**src/rtl/mzslm_pkg.sv**
```systemverilog
// Types and constants for the MIDI zone split/layer mapper.
package mzslm_pkg;

  localparam int REG_COUNT = 8;
  localparam int REG_W     = 63;
  localparam int REG_IDX_W = 3;
  localparam int ADDR_W    = 6;
  localparam int ADDR_LSB  = 3;
  localparam int PDATA_W   = 64;

  localparam int KEY_W  = 7;
  localparam int NOTE_W = 7;
  localparam int VEL_W  = 7;
  localparam int CH_W   = 4;

  localparam logic [REG_W-1:0] ZONE0_RESET = 63'd36099165763149697;

  localparam logic signed [9:0] NOTE_MAX = 10'sd127;
  localparam logic signed [9:0] VEL_MAX  = 10'sd127;
  localparam logic signed [9:0] VEL_MIN  = 10'sd1;

  // Zone register layout, top bit first.
  typedef struct packed {
    logic [7:0]  prio;
    logic [7:0]  offset;
    logic [7:0]  gain;
    logic [7:0]  tr2;
    logic [7:0]  tr1;
    logic        stack;
    logic        l2_en;
    logic [3:0]  ch2;
    logic [3:0]  ch1;
    logic [5:0]  kmax;
    logic [5:0]  kmin;
    logic        enable;
  } zone_t;

  typedef struct packed {
    logic  found;
    zone_t zone;
  } pick_t;

  typedef struct packed {
    logic [VEL_W-1:0]  velocity;
    logic [NOTE_W-1:0] note;
    logic [CH_W-1:0]   channel;
  } layer_t;

  typedef struct packed {
    logic   two;
    layer_t l1;
    layer_t l2;
  } layer_pair_t;

endpackage

```
**src/rtl/mzslm_zone_pick.sv**
```systemverilog
// Priority zone lookup: best enabled zone whose key range holds the key.
module mzslm_zone_pick #(
  parameter int ZONE_COUNT = 8
) (
  input  mzslm_pkg::zone_t zones [mzslm_pkg::REG_COUNT],
  input  logic [mzslm_pkg::KEY_W-1:0] key,
  output mzslm_pkg::pick_t pick
);
  import mzslm_pkg::*;

  always_comb begin
    logic       found;
    logic [7:0] best;
    zone_t      win;
    logic       hit;
    found = 1'b0;
    best  = '0;
    win   = '0;
    for (int i = 0; i < ZONE_COUNT; i++) begin
      hit = zones[i].enable &&
            key >= {1'b0, zones[i].kmin} && key <= {1'b0, zones[i].kmax};
      // strict compare keeps the lower index on equal priority
      if (hit && (!found || zones[i].prio > best)) begin
        found = 1'b1;
        best  = zones[i].prio;
        win   = zones[i];
      end
    end
    pick.found = found;
    pick.zone  = win;
  end

endmodule

```
**src/rtl/mzslm_layer_calc.sv**
```systemverilog
// Velocity scaling and per-layer note transpose for the selected zone.
module mzslm_layer_calc (
  input  mzslm_pkg::zone_t zone,
  input  logic [mzslm_pkg::NOTE_W-1:0] note,
  input  logic [mzslm_pkg::VEL_W-1:0]  vel,
  output mzslm_pkg::layer_pair_t pair
);
  import mzslm_pkg::*;

  logic [14:0]        prod;
  logic [7:0]         scaled;
  logic signed [9:0]  vel_sum;
  logic [VEL_W-1:0]   vel_sat;
  logic signed [9:0]  n1_sum;
  logic signed [9:0]  n2_sum;
  logic [NOTE_W-1:0]  n1_sat;
  logic [NOTE_W-1:0]  n2_sat;

  assign prod    = {8'b0, vel} * {7'b0, zone.gain};
  assign scaled  = prod[14:7];
  assign vel_sum = $signed({2'b0, scaled}) + $signed({{2{zone.offset[7]}}, zone.offset});
  assign n1_sum  = $signed({3'b0, note}) + $signed({{2{zone.tr1[7]}}, zone.tr1});
  assign n2_sum  = $signed({3'b0, note}) + $signed({{2{zone.tr2[7]}}, zone.tr2});

  always_comb begin
    if (vel_sum < VEL_MIN) begin
      vel_sat = VEL_MIN[VEL_W-1:0];
    end else if (vel_sum > VEL_MAX) begin
      vel_sat = VEL_MAX[VEL_W-1:0];
    end else begin
      vel_sat = vel_sum[VEL_W-1:0];
    end

    if (n1_sum < 0) begin
      n1_sat = '0;
    end else if (n1_sum > NOTE_MAX) begin
      n1_sat = NOTE_MAX[NOTE_W-1:0];
    end else begin
      n1_sat = n1_sum[NOTE_W-1:0];
    end

    if (n2_sum < 0) begin
      n2_sat = '0;
    end else if (n2_sum > NOTE_MAX) begin
      n2_sat = NOTE_MAX[NOTE_W-1:0];
    end else begin
      n2_sat = n2_sum[NOTE_W-1:0];
    end
  end

  assign pair.two         = zone.stack || zone.l2_en || (zone.tr2 != 8'd0) ||
                            (zone.ch2 != zone.ch1);
  assign pair.l1.channel  = zone.ch1;
  assign pair.l1.note     = n1_sat;
  assign pair.l1.velocity = vel_sat;
  assign pair.l2.channel  = zone.ch2;
  assign pair.l2.note     = n2_sat;
  assign pair.l2.velocity = vel_sat;

endmodule

```
**src/rtl/midi_zone_split_layer_mapper_core.sv**
```systemverilog
// Top level of the MIDI zone split/layer mapper.
//
// Input stream (s_*): one item per note event, tdata = split key, note, velocity.
// Output stream (m_*): one or two layer items per matched event, tdata = channel,
// note, velocity; tlast marks the final layer of an event. Events whose key hits
// no enabled zone give no output.
// Zones are set through the APB port, one 63-bit register per zone at 8*index.
// Write zones only while the stream is idle.
// Each event passes the input register, then the result register, before its first
// layer shows on m_tvalid. An event with two layers holds the output port for both
// items; the single output port sets the sustained rate. The input register
// accepts a new item in every cycle in which it is empty or can hand its item on
// or drop it. When m_tready is low the result register holds its item, and an
// input item that hits a zone stays in the input register with s_tready low.
// Reset empties both registers and loads the default zone set (zone 0 enabled
// over keys 0..63, all other zones disabled).
module midi_zone_split_layer_mapper_core #(
  parameter int ZONE_COUNT = 8
) (
  input  logic        clk,
  input  logic        rst,
  input  logic        s_tvalid,
  output logic        s_tready,
  input  logic [23:0] s_tdata,   // [6:0] split_key, [13:7] note_in, [20:14] velocity_in
  output logic        m_tvalid,
  input  logic        m_tready,
  output logic [23:0] m_tdata,   // [3:0] channel_out, [10:4] note_out, [17:11] velocity_out
  output logic        m_tlast,
  input  logic        psel,
  input  logic        penable,
  input  logic        pwrite,
  input  logic [mzslm_pkg::ADDR_W-1:0]  paddr,
  input  logic [mzslm_pkg::PDATA_W-1:0] pwdata,
  output logic [mzslm_pkg::PDATA_W-1:0] prdata,
  output logic        pready
);
  import mzslm_pkg::*;

  zone_t              zones [REG_COUNT];
  logic [REG_IDX_W-1:0] reg_idx;

  logic               a_valid;
  logic [KEY_W-1:0]   a_key;
  logic [NOTE_W-1:0]  a_note;
  logic [VEL_W-1:0]   a_vel;
  logic               a_move;

  pick_t              pick;
  layer_pair_t        pair;

  logic               b_valid;
  logic               b_phase;
  layer_pair_t        b_pair;
  logic               b_free;
  layer_t             cur;

  // configuration registers
  assign pready  = 1'b1;
  assign reg_idx = paddr[ADDR_LSB +: REG_IDX_W];
  assign prdata  = {1'b0, zones[reg_idx]};

  always_ff @(posedge clk) begin
    if (rst) begin
      zones[0] <= zone_t'(ZONE0_RESET);
      for (int i = 1; i < REG_COUNT; i++) begin
        zones[i] <= '0;
      end
    end else if (psel && penable && pwrite && pready) begin
      zones[reg_idx] <= zone_t'(pwdata[REG_W-1:0]);
    end
  end

  // input register
  assign b_free   = !b_valid || (m_tready && m_tlast);
  assign a_move   = a_valid && (!pick.found || b_free);
  assign s_tready = !a_valid || a_move;

  always_ff @(posedge clk) begin
    if (rst) begin
      a_valid <= 1'b0;
    end else if (s_tready) begin
      a_valid <= s_tvalid;
    end
  end

  always_ff @(posedge clk) begin
    if (s_tready && s_tvalid) begin
      a_key  <= s_tdata[6:0];
      a_note <= s_tdata[13:7];
      a_vel  <= s_tdata[20:14];
    end
  end

  mzslm_zone_pick #(
    .ZONE_COUNT(ZONE_COUNT)
  ) u_pick (
    .zones(zones),
    .key  (a_key),
    .pick (pick)
  );

  mzslm_layer_calc u_calc (
    .zone(pick.zone),
    .note(a_note),
    .vel (a_vel),
    .pair(pair)
  );

  // result register: emit layer one, then layer two if present
  always_ff @(posedge clk) begin
    if (rst) begin
      b_valid <= 1'b0;
      b_phase <= 1'b0;
    end else if (b_free) begin
      b_valid <= a_valid && pick.found;
      b_phase <= 1'b0;
    end else if (m_tvalid && m_tready) begin
      b_phase <= 1'b1;
    end
  end

  always_ff @(posedge clk) begin
    if (b_free && a_valid && pick.found) begin
      b_pair <= pair;
    end
  end

  assign cur      = b_phase ? b_pair.l2 : b_pair.l1;
  assign m_tvalid = b_valid;
  assign m_tlast  = !b_pair.two || b_phase;
  assign m_tdata  = {6'b0, cur};

endmodule

```
**config.mk**
```make
export PLATFORM = sky130hd
export DESIGN_NAME = midi_zone_split_layer_mapper_core
export DESIGN_NICKNAME = d
export VERILOG_FILES = /design/src/rtl/mzslm_pkg.sv /design/src/rtl/mzslm_zone_pick.sv /design/src/rtl/mzslm_layer_calc.sv /design/src/rtl/midi_zone_split_layer_mapper_core.sv
export SDC_FILE = /design/constraint.sdc
export NUM_CORES = 2
export LEC_CHECK = 0
export ABC_AREA = 1
export BUFFER_PORTS_ARGS = -buffer_cell sky130_fd_sc_hd__buf_2
export CAP_MARGIN = 20
export CORE_MARGIN = 2
export CORE_UTILIZATION = 45
export DETAILED_ROUTE_END_ITERATION = 10
export GPL_TIMING_DRIVEN = 0
export PLACE_DENSITY = 0.65
export SLEW_MARGIN = 20
export SYNTH_ARGS = -nofsm -noshare
export SYNTH_HDL_FRONTEND = slang
export SYNTH_SLANG_ARGS = --single-unit
```
**constraint.sdc**
```tcl
create_clock -name clk -period 16 [get_ports clk]
set_clock_uncertainty 0.15 [all_clocks]
set_input_delay 1.6 -clock clk [delete_from_list [all_inputs] [get_ports clk]]
set_output_delay 1.6 -clock clk [all_outputs]
set_load 0.03 [all_outputs]
```
# Word level (Yosys, flattened, before mapping)
# Cells that the tools add are included.
[word_totals] latch_bits=0 romBits=0 ram_bits=0 out_inout_bits=92 word_cells=240 memories=0 register_bits=558
[op_classes] muxes=33 n_bitwise=1 n_eq_ne=1 n_mul=1 n_addsub=3 reduce_logical=61 n_div=0 shifts=0 magnitude_cmp=31
[op_table] operator="bitwise mux 504 bit" n=1
[op_table] operator="two-way mux 55 bit" n=8
[op_table] operator="binary-select mux 63 bit (select 3 bit)" n=1
[op_table] operator="demux 63 bit (select 3 bit)" n=1
[op_table] operator="two-way mux 63 bit" n=3
[op_table] operator="greater-or-equal comparator 7 x 6 -> 1 bit" n=8
[op_table] operator="> comparator 8 bit" n=7
[op_table] operator="less-or-equal comparator 7 x 6 -> 1 bit" n=8
[op_table] operator="two-way mux 8 bit" n=7
[op_table] operator="logical AND 1 bit" n=33
[op_table] operator="two-way mux 7 bit" n=3
[op_table] operator="adder 8 x 8 -> 9 bit" n=2
[op_table] operator="> comparator 9 x 8 -> 1 bit (second input constant)" n=2
[op_table] operator="< comparator 9 x 1 -> 1 bit (second input constant)" n=2
[op_table] operator="multiplier 7 x 8 -> 15 bit" n=1
[op_table] operator="logical OR 1 bit" n=14
[op_table] operator="logical NOT 1 bit" n=11
[op_table] operator="two-way mux 11 bit" n=1
[op_table] operator="adder 9 x 8 -> 10 bit" n=1
[op_table] operator="> comparator 10 x 8 -> 1 bit (second input constant)" n=1
[op_table] operator="< comparator 10 x 2 -> 1 bit (second input constant)" n=1
[op_table] operator="two-way mux 1 bit" n=8
[op_table] operator="nonzero test 8 bit" n=1
[op_table] operator="greater-or-equal comparator 4 bit (second input constant)" n=1
[op_table] operator="4 further kinds" n=5

# Depth between registers and ports, before layout
[depth] ltp_word=37 mapped_depth=137

# Cells and area by module
# Synthesis repeated with hierarchy kept, for this count alone.
[hier_totals] cells_unflattened=6821 hier_area_um2=40020.9
[by_module_without_submodules] mod="midi_zone_split_layer_mapper_core" area_each_um2=26709.4 seq_area_each_um2=11891.4 cells_each=4351 instances=1
[by_module_without_submodules] mod="mzslm_zone_pick" area_each_um2=9794.4 seq_area_each_um2=0.0 cells_each=1904 instances=1
[by_module_without_submodules] mod="mzslm_layer_calc" area_each_um2=3517.1 seq_area_each_um2=0.0 cells_each=566 instances=1

# Worst setup path after synthesis
# OpenSTA, ideal clock, no wires.
[synth_path] path_type="flip-flop to flip-flop" from="reg a_key[5]" to="reg b_pair[12] (netlist bit) (data pin)" setup_slack_ps=-1062 n_path_buf=18 period_less_slack_ps=17062 required_ps=15581 path_stages_with_launch=124 t_arrival_ps=16642 cell_sequence="edfxtp_1 > ha_1 > nand2_1 > inv_1 > a21oi_1 > nand2_1 > nand2_2 > inv_2 > nor2_8 > buf_2 > nand2_1 > ha_1 > nand2_1 > nor2_1 > nand2_1 > nand2_1 > nand2_1 > nand2_4 > [88 not listed] > nand3_1 > xor2_1 > ha_1 > fa_1 > nand3_1 > nand2_1 > a21oi_1 > nor2_1 > nor2_1 > nor2_1 > o21ai_0 > inv_1 > nor2_1 > inv_1 > nand2_1 > nand2_1 > o21ai_2 > o21ai_0"
[synth_via] elab_chain_len=36 elab_cells_between_ends=87
[synth_rtl] element="start, declared" line="midi_zone_split_layer_mapper_core.sv:43" source="logic [KEY_W-1:0] a_key;"
[synth_rtl] element="start signal, assigned" line="midi_zone_split_layer_mapper_core.sv:88" source="a_key <= s_tdata[6:0];"
[synth_rtl] element="greater-or-equal comparator 7 x 6 -> 1 bit" line="mzslm_zone_pick.sv:21" source="key >= {1'b0, zones[i].kmin} && key <= {1'b0, zones[i].kmax};"
[synth_rtl] element="logical AND 1 bit" line="mzslm_zone_pick.sv:20" source="hit = zones[i].enable &&"
[synth_rtl] element="logical AND 1 bit" line="mzslm_zone_pick.sv:21"
[synth_rtl] element="two-way mux 8 bit or two-way mux 1 bit (tied branches)" line="mzslm_zone_pick.sv:23" source="if (hit && (!found || zones[i].prio > best)) begin"
[synth_rtl] element="> comparator 8 bit or logical NOT 1 bit (tied branches)" line="mzslm_zone_pick.sv:23"
[synth_rtl] element="logical OR 1 bit" line="mzslm_zone_pick.sv:23"
[synth_rtl] element="logical AND 1 bit" line="mzslm_zone_pick.sv:23"
[synth_rtl] element="two-way mux 8 bit or two-way mux 1 bit (tied branches)" line="mzslm_zone_pick.sv:23"
[synth_rtl] element="[20 not listed]"
[synth_rtl] element="> comparator 8 bit or logical NOT 1 bit (tied branches)" line="mzslm_zone_pick.sv:23"
[synth_rtl] element="logical OR 1 bit" line="mzslm_zone_pick.sv:23"
[synth_rtl] element="logical AND 1 bit" line="mzslm_zone_pick.sv:23"
[synth_rtl] element="two-way mux 55 bit (*)" line="mzslm_zone_pick.sv:23"
[synth_rtl] element="multiplier 7 x 8 -> 15 bit" line="mzslm_layer_calc.sv:19" source="assign prod = {8'b0, vel} * {7'b0, zone.gain};"
[synth_rtl] element="adder 9 x 8 -> 10 bit (*)" line="mzslm_layer_calc.sv:21" source="assign vel_sum = $signed({2'b0, scaled}) + $signed({{2{zone.offset[7]}}, zone.offset});"
[synth_rtl] element="> comparator 10 x 8 -> 1 bit" line="mzslm_layer_calc.sv:28" source="end else if (vel_sum > VEL_MAX) begin"
[synth_rtl] element="two-way mux 7 bit" line="mzslm_layer_calc.sv:28"
[synth_rtl] element="end signal, assigned" line="midi_zone_split_layer_mapper_core.sv:124" source="b_pair <= pair;"
[synth_rtl] element="end, declared" line="midi_zone_split_layer_mapper_core.sv:53" source="layer_pair_t b_pair;"
# Every way passes the cells marked *; elsewhere a longest branch is shown, timed or not.
# A chain may end at the register's enable or synchronous reset.

# Worst setup path after layout
[layout_path] from="reg a_key[0]" to="reg b_pair[17] (netlist bit) (data pin)"
# The elaborated chain is that of the path after synthesis.

==> run metrics <==
number of global-route vias before repair=35.1k; GRT met3 Usage=22.3%; max frequency=0.0568 GHz; wire per inst=32.8 µm; clock latency on the worst-skew pair=0.66 ns; Final Wtd Congestion=1.06; number of port buffers=161; most used cell, CP=nand2_2; Sequential Area=0.0117 mm²; failing checks=setup timing; total gr overflow=0; first-pass GRT wire length=266000 µm; HP Class=flop to flop; layout net count=5376; Max-Cap Viols=0; Data arrival, critical path=17.84 ns; clk slew on worst S/H paths=0.06 ns; relative slew slack=8.09%; Netlist cell types=60; clk root buf=clkbuf_16; met1 usage=63.3%; slowest cell on the critical path=fa_1; hold buffer count at CTS=0; Final HPWL DP=135000 µm; Pleak=0.0178 µW; Main synth FF type=dfxtp_1; fill cell count=6906; CTS tree=yes; Die W=274 µm; met2 Resource Use GR=69.6%; via count=39.0k; Vert. Die Dim=274 µm; commonest non-fill, non-tap cell in the layout=o21ai_0; Final Hold Viols=0; Die Area=0.0749 mm²; Post-Place Cells=5723; proportion of layout cells with a drive suffix above 1=17.7%; CP max stage delay=0.53 ns; # DRC=0; Syn Inst Count=4602; EDFF count, synth=51; Layout area overhead=24.3%; RSZ-0062 raised after global routing=yes; Max VDD drop=83.0 µV; WS Path Type=flop to flop; worst-path fanout max=8; # setup viols final=7; DP Worst Slack=-4.96 ns; largest net degree at the start of global routing=31; multi-input logic area=0.0194 mm²; most frequent cells in the layout=667 x o21ai_0, 652 x nor2_1, 611 x nand2_1, 507 x dfxtp_1, 438 x inv_1; Initial Util=45.6%; WHS=0.324 ns; Mapped Avg Cell Area=7.11 µm²; 1st-iter DRT viols=6725; status=finished with violations; # rows=98; Top Usage Layer GRT=met2; PD cells=87.6 mW/mm²; Tmin final=17.62 ns; final wirelength=198000 µm; core area=0.0717 mm²; Finished Layout Cells=6051; drt via density=6.45; critical path capture point type=flop; CTS buffer count=66; Async SR Flop Fraction=0%; Setup WS post-layout=-1.62 ns; clock sink total=558; Setup TNS Final=-11.26 ns; TritonRoute pass-1 iters=9; Syn Std Cell Area=0.0327 mm²; Synth Register Bits=558; CTS max path bufs=3; crit start category=flop; htree depth=3; Ports=193; sequential-to-total area share from yosys stat=35.7%; initial antenna violation count=22; Worst Path Required=16.22 ns; Yosys warnings=0; Overall Power=3560 µW; Max Slew Vio Count=0; number of routed nets with antenna violations=0; Final Cycle Share=110%; Tot GR Track Use=50.9%; Slew @ Worst Pin=1.38 ns
==> worst paths after layout <==
kind                            depth (start not counted)    endpoint       from  slack [ns]
worst max-delay path                                  121  b_pair[17]   a_key[0]       -1.62
worst min-delay path                                    2   zones[51]  zones[51]        0.32
worst max register to register                        121  b_pair[17]   a_key[0]       -1.62
worst min register to register                          2   zones[51]  zones[51]        0.32
==> cell usage after synthesis (all sizes together), types with 18 or more instances <==
| cell | n | area (µm²) |
|---|---|---|
| a22oi | 57 | 428 |
| nor2 | 669 | 2540 |
| ha | 206 | 2580 |
| o211ai | 28 | 215 |
| clkbuf | 220 | 830 |
| buf | 91 | 629 |
| nand2 | 706 | 2730 |
| o2111ai | 31 | 272 |
| nor3 | 19 | 105 |
| o22ai | 60 | 375 |
| inv | 461 | 1730 |
| nand4 | 40 | 250 |
| or2 | 18 | 113 |
| a21oi | 361 | 1820 |
| fa | 31 | 621 |
| dfxtp | 507 | 10100 |
| a221oi | 61 | 534 |
| o21ai | 760 | 3860 |
| edfxtp | 51 | 1530 |
| nand3 | 146 | 773 |
==> state kept, by name, summed over array words and instances (netlist names) <==
name	flops
m_tvalid	1
a_valid	1
b_pair	30
b_phase	1
a_key	7
zones	504
a_note	7
a_vel	7
==> routing by layer <==
layer	part of all wire (%)	routed length, µm	vias up
li1	-	-	16400
met1	36	72100	18400
met2	38	76300	3355
met3	16	32000	904
met4	9.0	17800	18
met5	0.063	124	-
==> power breakdown <==
part / switching, µW / internal (µW)
registers: 18.2 / 1440
logic: 342 / 148
clock network: 698 / 921
==> per-stage QoR <==
step / utilization (%) / area (µm²)
floorplan: - / 33100
global placement: 48.9 / 35100
detailed placement: 49.1 / 35200
CTS: 55.5 / 39800
global route: 56.7 / 40700
finish: 56.7 / 40700
==> kinds of logic (layout without fill, tap and decap cells) <==
group	Yosys count	after routing	share of synthesized area (%)
AO/OA/AOI/OAI	1402	1402	24.1
adder cells (fa/ha/maj)	237	237	9.77
XOR/XNOR	19	19	0.508
flip-flops	558	558	35.7
AND/OR/NAND/NOR	1610	1610	20.2
other	2	18	0.0229
buffers and inverters	774	1257	9.77
==> layout make-up <==
type                    count  area share, %
diodes                     10         0.0615
multi-input cells        3276           47.8
plain buffers             303           4.38
flip-flops and latches    558           28.7
clock inverters            26          0.726
repair buffers            370           6.41
inverters                 463           4.31
clock buffers              95           4.71
well taps                 950           2.92
==> critical path: cells and delay by family, from the launching register on <==
kind	cells	cell delay [ns]
compound gates	25	3.21
xor+xnor	1	0.08
fa+ha+maj	15	5.25
buf+inv	24	2.90
flops	1	0.37
simple gates	56	5.31
==> repair_timing <==
action                                  in CTS  in global routing
endpoints found under the setup margin      24                 21
cloned                                       5                  1
pin swaps                                  136                134
resized for setup                          207                129
buffers inserted                           177                 33
(Power assumes the default switching activity.)
